$ cat src/hga_pkg.sv
`timescale 1ns / 1ps
`default_nettype none
// ----------------------------------------------------------------------------
// hga_pkg: shared types and constants
// Widths, defaults, sequencer states and the store request type used by the
// gated histogram accumulator.
// ----------------------------------------------------------------------------
package hga_pkg;

    // Default geometry of the histogram store.
    localparam int SPECTRA_DEF = 8;
    localparam int BINS_DEF    = 32768;

    // Field widths.
    localparam int SORT_W  = 16;
    localparam int GATE_W  = 8;
    localparam int BIN_W   = 16;
    localparam int SCALE_W = 16;
    localparam int CNT_W   = 32;
    localparam int PROD_W  = SORT_W + SCALE_W;
    localparam int FRAC_W  = 8;
    localparam int SBIN_W  = PROD_W - FRAC_W;

    // Widest flat store index: 255 * 65536 + 65535 fits in 24 bits.
    localparam int IDX_W = 24;

    // Scale factor after reset is 1.0 in 8.8 fixed point.
    localparam logic [SCALE_W-1:0] SCALE_RESET = 16'd256;

    // Item kinds.
    localparam logic ACT_COUNT = 1'b0;
    localparam logic ACT_READ  = 1'b1;

    // Sequencer states.
    typedef enum logic [2:0] {
        ST_CLEAR,
        ST_IDLE,
        ST_ADDR,
        ST_READ,
        ST_WRITE
    } t_state;

    // One access to the counter store.
    typedef struct packed {
        logic             rd_en;
        logic             wr_en;
        logic [IDX_W-1:0] addr;
        logic [CNT_W-1:0] wr_data;
    } t_mem_req;

endpackage
`default_nettype wire

$ cat src/hga_bin_map.sv
`timescale 1ns / 1ps
`default_nettype none
// ----------------------------------------------------------------------------
// hga_bin_map: item to store index
// Scales the sort value, range-checks the spectrum and bin and forms the
// flat counter index, one register stage after the multiplier.
// ----------------------------------------------------------------------------
module hga_bin_map #(
    parameter int SPECTRA = hga_pkg::SPECTRA_DEF,
    parameter int BINS    = hga_pkg::BINS_DEF
) (
    input  wire logic                        i_clk,
    input  wire logic                        i_load,
    input  wire logic                        i_action,
    input  wire logic [hga_pkg::SORT_W-1:0]  i_sort_value,
    input  wire logic [hga_pkg::GATE_W-1:0]  i_gate_value,
    input  wire logic [hga_pkg::GATE_W-1:0]  i_read_spectrum,
    input  wire logic [hga_pkg::BIN_W-1:0]   i_read_bin,
    input  wire logic [hga_pkg::SCALE_W-1:0] i_scale,
    output logic                             o_action,
    output logic                             o_hit,
    output logic [hga_pkg::IDX_W-1:0]        o_addr
);

    logic                        r_action;
    logic [hga_pkg::PROD_W-1:0]  r_prod;
    logic [hga_pkg::GATE_W-1:0]  r_gate;
    logic [hga_pkg::GATE_W-1:0]  r_rspec;
    logic [hga_pkg::BIN_W-1:0]   r_rbin;
    logic                        r_hit;
    logic [hga_pkg::IDX_W-1:0]   r_addr;

    logic [hga_pkg::SBIN_W-1:0]  scaled_bin;
    logic [hga_pkg::GATE_W-1:0]  spec_sel;
    logic [hga_pkg::IDX_W-1:0]   bin_sel;
    logic                        spec_ok;
    logic                        bin_ok;
    logic                        n_hit;
    logic [hga_pkg::IDX_W-1:0]   n_addr;

    // Capture the item and its scaled sort value when it is accepted.
    always_ff @(posedge i_clk) begin
        if (i_load) begin
            r_action <= i_action;
            r_prod   <= hga_pkg::PROD_W'(i_sort_value) * hga_pkg::PROD_W'(i_scale);
            r_gate   <= i_gate_value;
            r_rspec  <= i_read_spectrum;
            r_rbin   <= i_read_bin;
        end
    end

    // Pick spectrum and bin by item kind and check both against the geometry.
    always_comb begin
        scaled_bin = r_prod[hga_pkg::PROD_W-1:hga_pkg::FRAC_W];
        if (r_action == hga_pkg::ACT_READ) begin
            spec_sel = r_rspec;
            bin_sel  = {{(hga_pkg::IDX_W - hga_pkg::BIN_W){1'b0}}, r_rbin};
        end else begin
            spec_sel = r_gate;
            bin_sel  = scaled_bin;
        end
        spec_ok = {1'b0, spec_sel} < (hga_pkg::GATE_W + 1)'(SPECTRA);
        bin_ok  = bin_sel < hga_pkg::IDX_W'(BINS);
        n_hit   = spec_ok && bin_ok;
        n_addr  = {{(hga_pkg::IDX_W - hga_pkg::GATE_W){1'b0}}, spec_sel}
                  * hga_pkg::IDX_W'(BINS) + bin_sel;
    end

    // Index register feeding the store address.
    always_ff @(posedge i_clk) begin
        r_hit  <= n_hit;
        r_addr <= n_addr;
    end

    assign o_action = r_action;
    assign o_hit    = r_hit;
    assign o_addr   = r_addr;

endmodule
`default_nettype wire

$ cat config.mk
export PLATFORM = sky130hd
export DESIGN_NAME = hga_bin_map
export DESIGN_NICKNAME = d
export VERILOG_FILES = /design/src/hga_pkg.sv /design/src/hga_bin_map.sv
export SDC_FILE = /design/constraint.sdc
export NUM_CORES = 1
export LEC_CHECK = 0
export BUFFER_PORTS_ARGS = -buffer_cell sky130_fd_sc_hd__buf_2
export CAP_MARGIN = 40
export CORE_MARGIN = 3
export CORE_UTILIZATION = 40
export DETAILED_ROUTE_END_ITERATION = 8
export PLACE_DENSITY = 0.68
export SETUP_SLACK_MARGIN = 0.05
export SLEW_MARGIN = 0
export SYNTH_ARGS = -nofsm -noshare
export SYNTH_HDL_FRONTEND = slang
export SYNTH_SLANG_ARGS = --single-unit
$ cat constraint.sdc
create_clock -name i_clk -period 9.1 [get_ports i_clk]
set_clock_uncertainty 0.15 [all_clocks]
set_input_delay 0.455 -clock i_clk [delete_from_list [all_inputs] [get_ports i_clk]]
set_output_delay 0.455 -clock i_clk [all_outputs]
set_load 0.05 [all_outputs]
* Word-level counts from Yosys, hierarchy flattened
Index checks and enable logic that the tools add are counted.
** Word-level totals
- Bits in registers :: 90
- Input bits :: 67
- Output and inout port bits :: 26
- Logic and storage cells :: 14
** Cells by class
- $add $sub $neg :: 1
- Multiply operators :: 1
- Order comparisons :: 2
- Muxes and demuxes :: 2
- Reductions and logical operators :: 1
** Operators with widths (count)
- 16-bit by 16-bit multiplier with 32-bit output :: 1
- 23-bit by 24-bit adder with 24-bit output :: 1
- 24-bit by 16-bit < comparator with 1-bit output, second input constant :: 1
- 24-bit two-way mux :: 1
- 8-bit by 4-bit < comparator with 1-bit output, second input constant :: 1
- 8-bit two-way mux :: 1
- 1-bit logical AND :: 1

* Longest topological paths before layout
- Depth in word-level cells :: 3
- Gate-level depth with buffers :: 23
- Mapped depth without buffers :: 21

* Least setup slack after synthesis
Ideal clock, no wire load.
- Path kind :: input to register
- Start point :: input port i_sort_value[10] (netlist bit)
- End point :: register r_prod[26] (netlist bit) (data pin)
- Arrival :: 5.658 ns
- Required time :: 8.690 ns
- Slack :: 3.032 ns
- Stages on the path :: 21
- Cells stage by stage :: clkbuf_1 -> nand2_1 -> fa_1 -> fa_1 -> inv_1 -> fa_1 -> inv_1 -> fa_1 -> inv_1 -> fa_1 -> inv_1 -> fa_1 -> inv_1 -> ha_1 -> a21o_1 -> a31oi_1 -> o21ai_1 -> a2111oi_2 -> o21ai_1 -> a221oi_2 -> xnor2_1
** Between the ends
- Word-level cells in the longest chain between the ends :: 1
** Ends and longest elaborated chain
- start, declared :: line hga_bin_map.sv:15 : input wire logic [hga_pkg::SORT_W-1:0] i_sort_value,
- 16-bit by 16-bit multiplier with 32-bit output :: line hga_bin_map.sv:45 : r_prod <= hga_pkg::PROD_W'(i_sort_value) * hga_pkg::PROD_W'(i_scale);
- end signal, assigned :: line hga_bin_map.sv:45
- end, declared :: line hga_bin_map.sv:26 : logic [hga_pkg::PROD_W-1:0] r_prod;
Every way passes these cells.
A chain may end at the register's enable or synchronous reset.

* Worst setup path after layout
- Start point :: input port i_scale[7] (netlist bit)
- End point :: register r_prod[30] (netlist bit) (data pin)
** Between the ends
- Word-level cells in the longest chain between the ends :: 1
** Ends and longest elaborated chain
- start, declared :: line hga_bin_map.sv:19 : input wire logic [hga_pkg::SCALE_W-1:0] i_scale,
- 16-bit by 16-bit multiplier with 32-bit output :: line hga_bin_map.sv:45
Every way passes these cells.

==> qor.csv <==
stage,metric,value,unit
routing,drt_iter0_markers,389,
timing,finalSetupTns,0,ps
worst_setup_path,cp_top_family,adder cells,
cells_and_area,diodes,0,
placement,finalWeightedCongestion,0.897,
global_routing,grt_pass1_vias,8048,
synthesis,netlist_instances,1136,
global_routing,grt_pass1_wl,41600,um
routing,drc_errors,0,
clock_tree,root_buffer,clkbuf_16,
placement,placedCellCount,1561,
floorplanning,io_pins,93,
synthesis,synth_top_family_by_area,adder cells,
floorplanning,die_x,174,um
synthesis,yosys_warnings,0,
worst_setup_path,cp_num_buf_inv,6,
clock_tree,clk_pin_slew,60,ps
routing,vias_per_cell,4.93,
timing,hold_viol,0,
synthesis,async_flop_share,0,
min_path,hold_path_class,in2reg,
worst_setup_path,max_stage_delay,560,ps
worst_setup_path,path_class,in2reg,
worst_setup_path,end_kind,flip-flop,
synthesis,muxShareOfSynthArea,0.0238,
synthesis,ys.flop_type,edfxtp_1,
worst_setup_path,cp_common_cell,fa_1,
cells_and_area,fill_cells,2609,
floorplanning,start_util,0.413,
worst_setup_path,worstPathArrival,6120,ps
routing,avgRoutedWirePerCell,15.8,um
global_routing,antenna_found_initial,0,
clock_tree,cts_max_level,3,
timing,finalCriticalPeriod,6120,ps
worst_setup_path,cp-start-kind,primary input,
global_routing,grt_use_total,0.169,
clock_tree,worst_skew_pair.late_latency,330,ps
cells_and_area,syn2layout_area_growth,9.48,%
floorplanning,dieArea,30300,um^2
timing,fmax,0.163,GHz
synthesis,syn-cell-area,11300,um^2
global_routing,overflow,0,
synthesis,syn_area_per_cell,9.96,um^2
routing,vias,7769,
clock_tree,cts_resized,0,
cells_and_area,layout.nets,1570,
routing,antenna_left,0,
global_routing,grt_max_degree,58,
flow_run,drv_cap,0,
floorplanning,coreArea,27400,um^2
worst_setup_path,crit_slowest_cell,fa_1,
timing,setup_viol,0,
synthesis,yosys.area_share.simple,0.142,
worst_setup_path,crit_chain,buf_2 > nand2_1 > fa_1 > inv_1 > fa_1 > inv_1 > fa_1 > inv_1 > fa_1 > fa_1 > inv_1 > fa_1 > inv_1 > ha_1 > a21oi_2 > o21ai_1 > a21o_1 > o21ai_1 > a31oi_2 > or4_1 > o311ai_1,
timing,tightest_slew,719,ps
routing,drt-total-wl,24900,um
clock_tree,tritoncts,built,
cells_and_area,fin_cells,1577,
clock_tree,clock-sinks,82,
placement,hpwl,20000,um
synthesis,yosysUniqueCellTypes,54,
placement,pre_cts_slack,2600,ps
synthesis,synthXorXnorAreaFrac,0.0240,
timing,slew-limit-headroom,0.521,
worst_setup_path,worst-path-max-fanout,16,
placement,io_buffers,92,
floorplanning,rows,60,
clock_tree,hold_buffers,0,
synthesis,synth_edf_count,57,
timing,grt_setup_unrepaired,no,
synthesis,synth-adder-area-share,0.464,
synthesis,syn_nets,1506,
cells_and_area,layout.cells.most_common_list,"inv_1, fa_1, nand2_1",
synthesis,ys_ff_latch,82,
timing,min_period_over_period,0.672,
worst_setup_path,cp.required,9100,ps
synthesis,ys_seq_area_frac,0.196,
clock_tree,postCtsSetupRepairBufs,0,
cells_and_area,final_common_cell,inv_1,
clock_tree,cts_buffers,9,
floorplanning,die_h,174,um
outcome,status,finished clean,
cells_and_area,drive_gt1_frac,0.121,
cells_and_area,post-route-util,0.452,
clock_tree,cts_buffer_depth,2,
timing,worst_slack,2980,ps
synthesis,synth-compound-area-share,0.0575,
timing,slew_viol_final,0,
routing,drtPass1Iterations,5,
## cell usage after synthesis, types with 5 or more instances
cell type | count | area (um^2)
nand4_1 | 10 | 62.6
nor2_1 | 13 | 48.8
and2_1 | 113 | 707
nor3_1 | 5 | 25.0
edfxtp_1 | 57 | 1710
ha_1 | 109 | 1360
o21ai_1 | 11 | 55.1
clkbuf_1 | 38 | 143
a21oi_1 | 23 | 115
inv_1 | 237 | 890
fa_1 | 194 | 3880
o21ai_0 | 8 | 40.0
nor2b_1 | 6 | 37.5
nand3_1 | 7 | 35.0
xnor2_1 | 19 | 166
mux2_2 | 23 | 259
a21o_1 | 14 | 105
nand2_1 | 157 | 589
dfxtp_1 | 25 | 500
o21bai_1 | 7 | 52.6
xor2_1 | 12 | 105
## through the flow
step | cell area, um^2 | hold WS [ps]
finish | 12400 | 143
global route | 12400 | 126
CTS | 12400 | 129
detailed placement | 12100 | 308
global placement | 12100 | 302
floorplan | 11300 | 298
## per-layer routing
| metal | up-vias | GRT usage | part of all wire |
|---|---|---|---|
| met3 | 25 | 0.0328 | 0.073 |
| li1 | 3630 | - | - |
| met5 | - | 0 | 0 |
| met1 | 3865 | 0.246 | 0.47 |
| met2 | 249 | 0.263 | 0.44 |
| met4 | 0 | 0.0359 | 0.014 |
## path summary, 6_finish.rpt
kind / start / to / slack [ps] / cells past startpoint
worst max-delay path: i_scale[7] / r_prod[30] / 2980 / 21
worst max register to register: o_action / o_addr[23] / 6240 / 12
worst min register to register: r_rbin[11] / o_addr[11] / 320 / 1
worst min-delay path: i_read_spectrum[2] / r_rspec[2] / 140 / 1
## worst reg2reg max path, stage by stage (launching register included)
cell and delay (ps):
edfxtp_1 330, buf_4 380, mux2_2 430, ha_1 220, inv_1 70, fa_1 190
inv_1 50, a21oi_1 130, o21bai_1 100, a21o_1 190, a21oi_1 210, o21ai_0 150
xnor2_1 150
## area by class of cell
cell class                 count  area, um^2  share of cell area
multi-input combinational    775        8040               0.649
timing repair buffer          94         475              0.0384
inverter                     238         893              0.0721
tap                          372         465              0.0376
clock inverter                 6        66.3             0.00536
clock buffer                  10         229              0.0185
sequential                    82        2210               0.179
## flip-flops by register name, summed over array words and instances (netlist names)
register and count:
o_addr 24, r_rspec 8, o_action 1, o_hit 1, r_rbin 16, r_prod 24
r_gate 8
## kinds of logic after synthesis
logic type / count (synthesis)
muxes: 24
buffers and inverters: 279
adders and majority gates: 303
AOI/OAI and AO/OA: 92
xor gates and xnor gates: 31
DFF: 82
and+or+nand+nor: 325
Power is not shown: default switching activity piles up to over one toggle a cycle in this logic, so the estimate is an artifact.
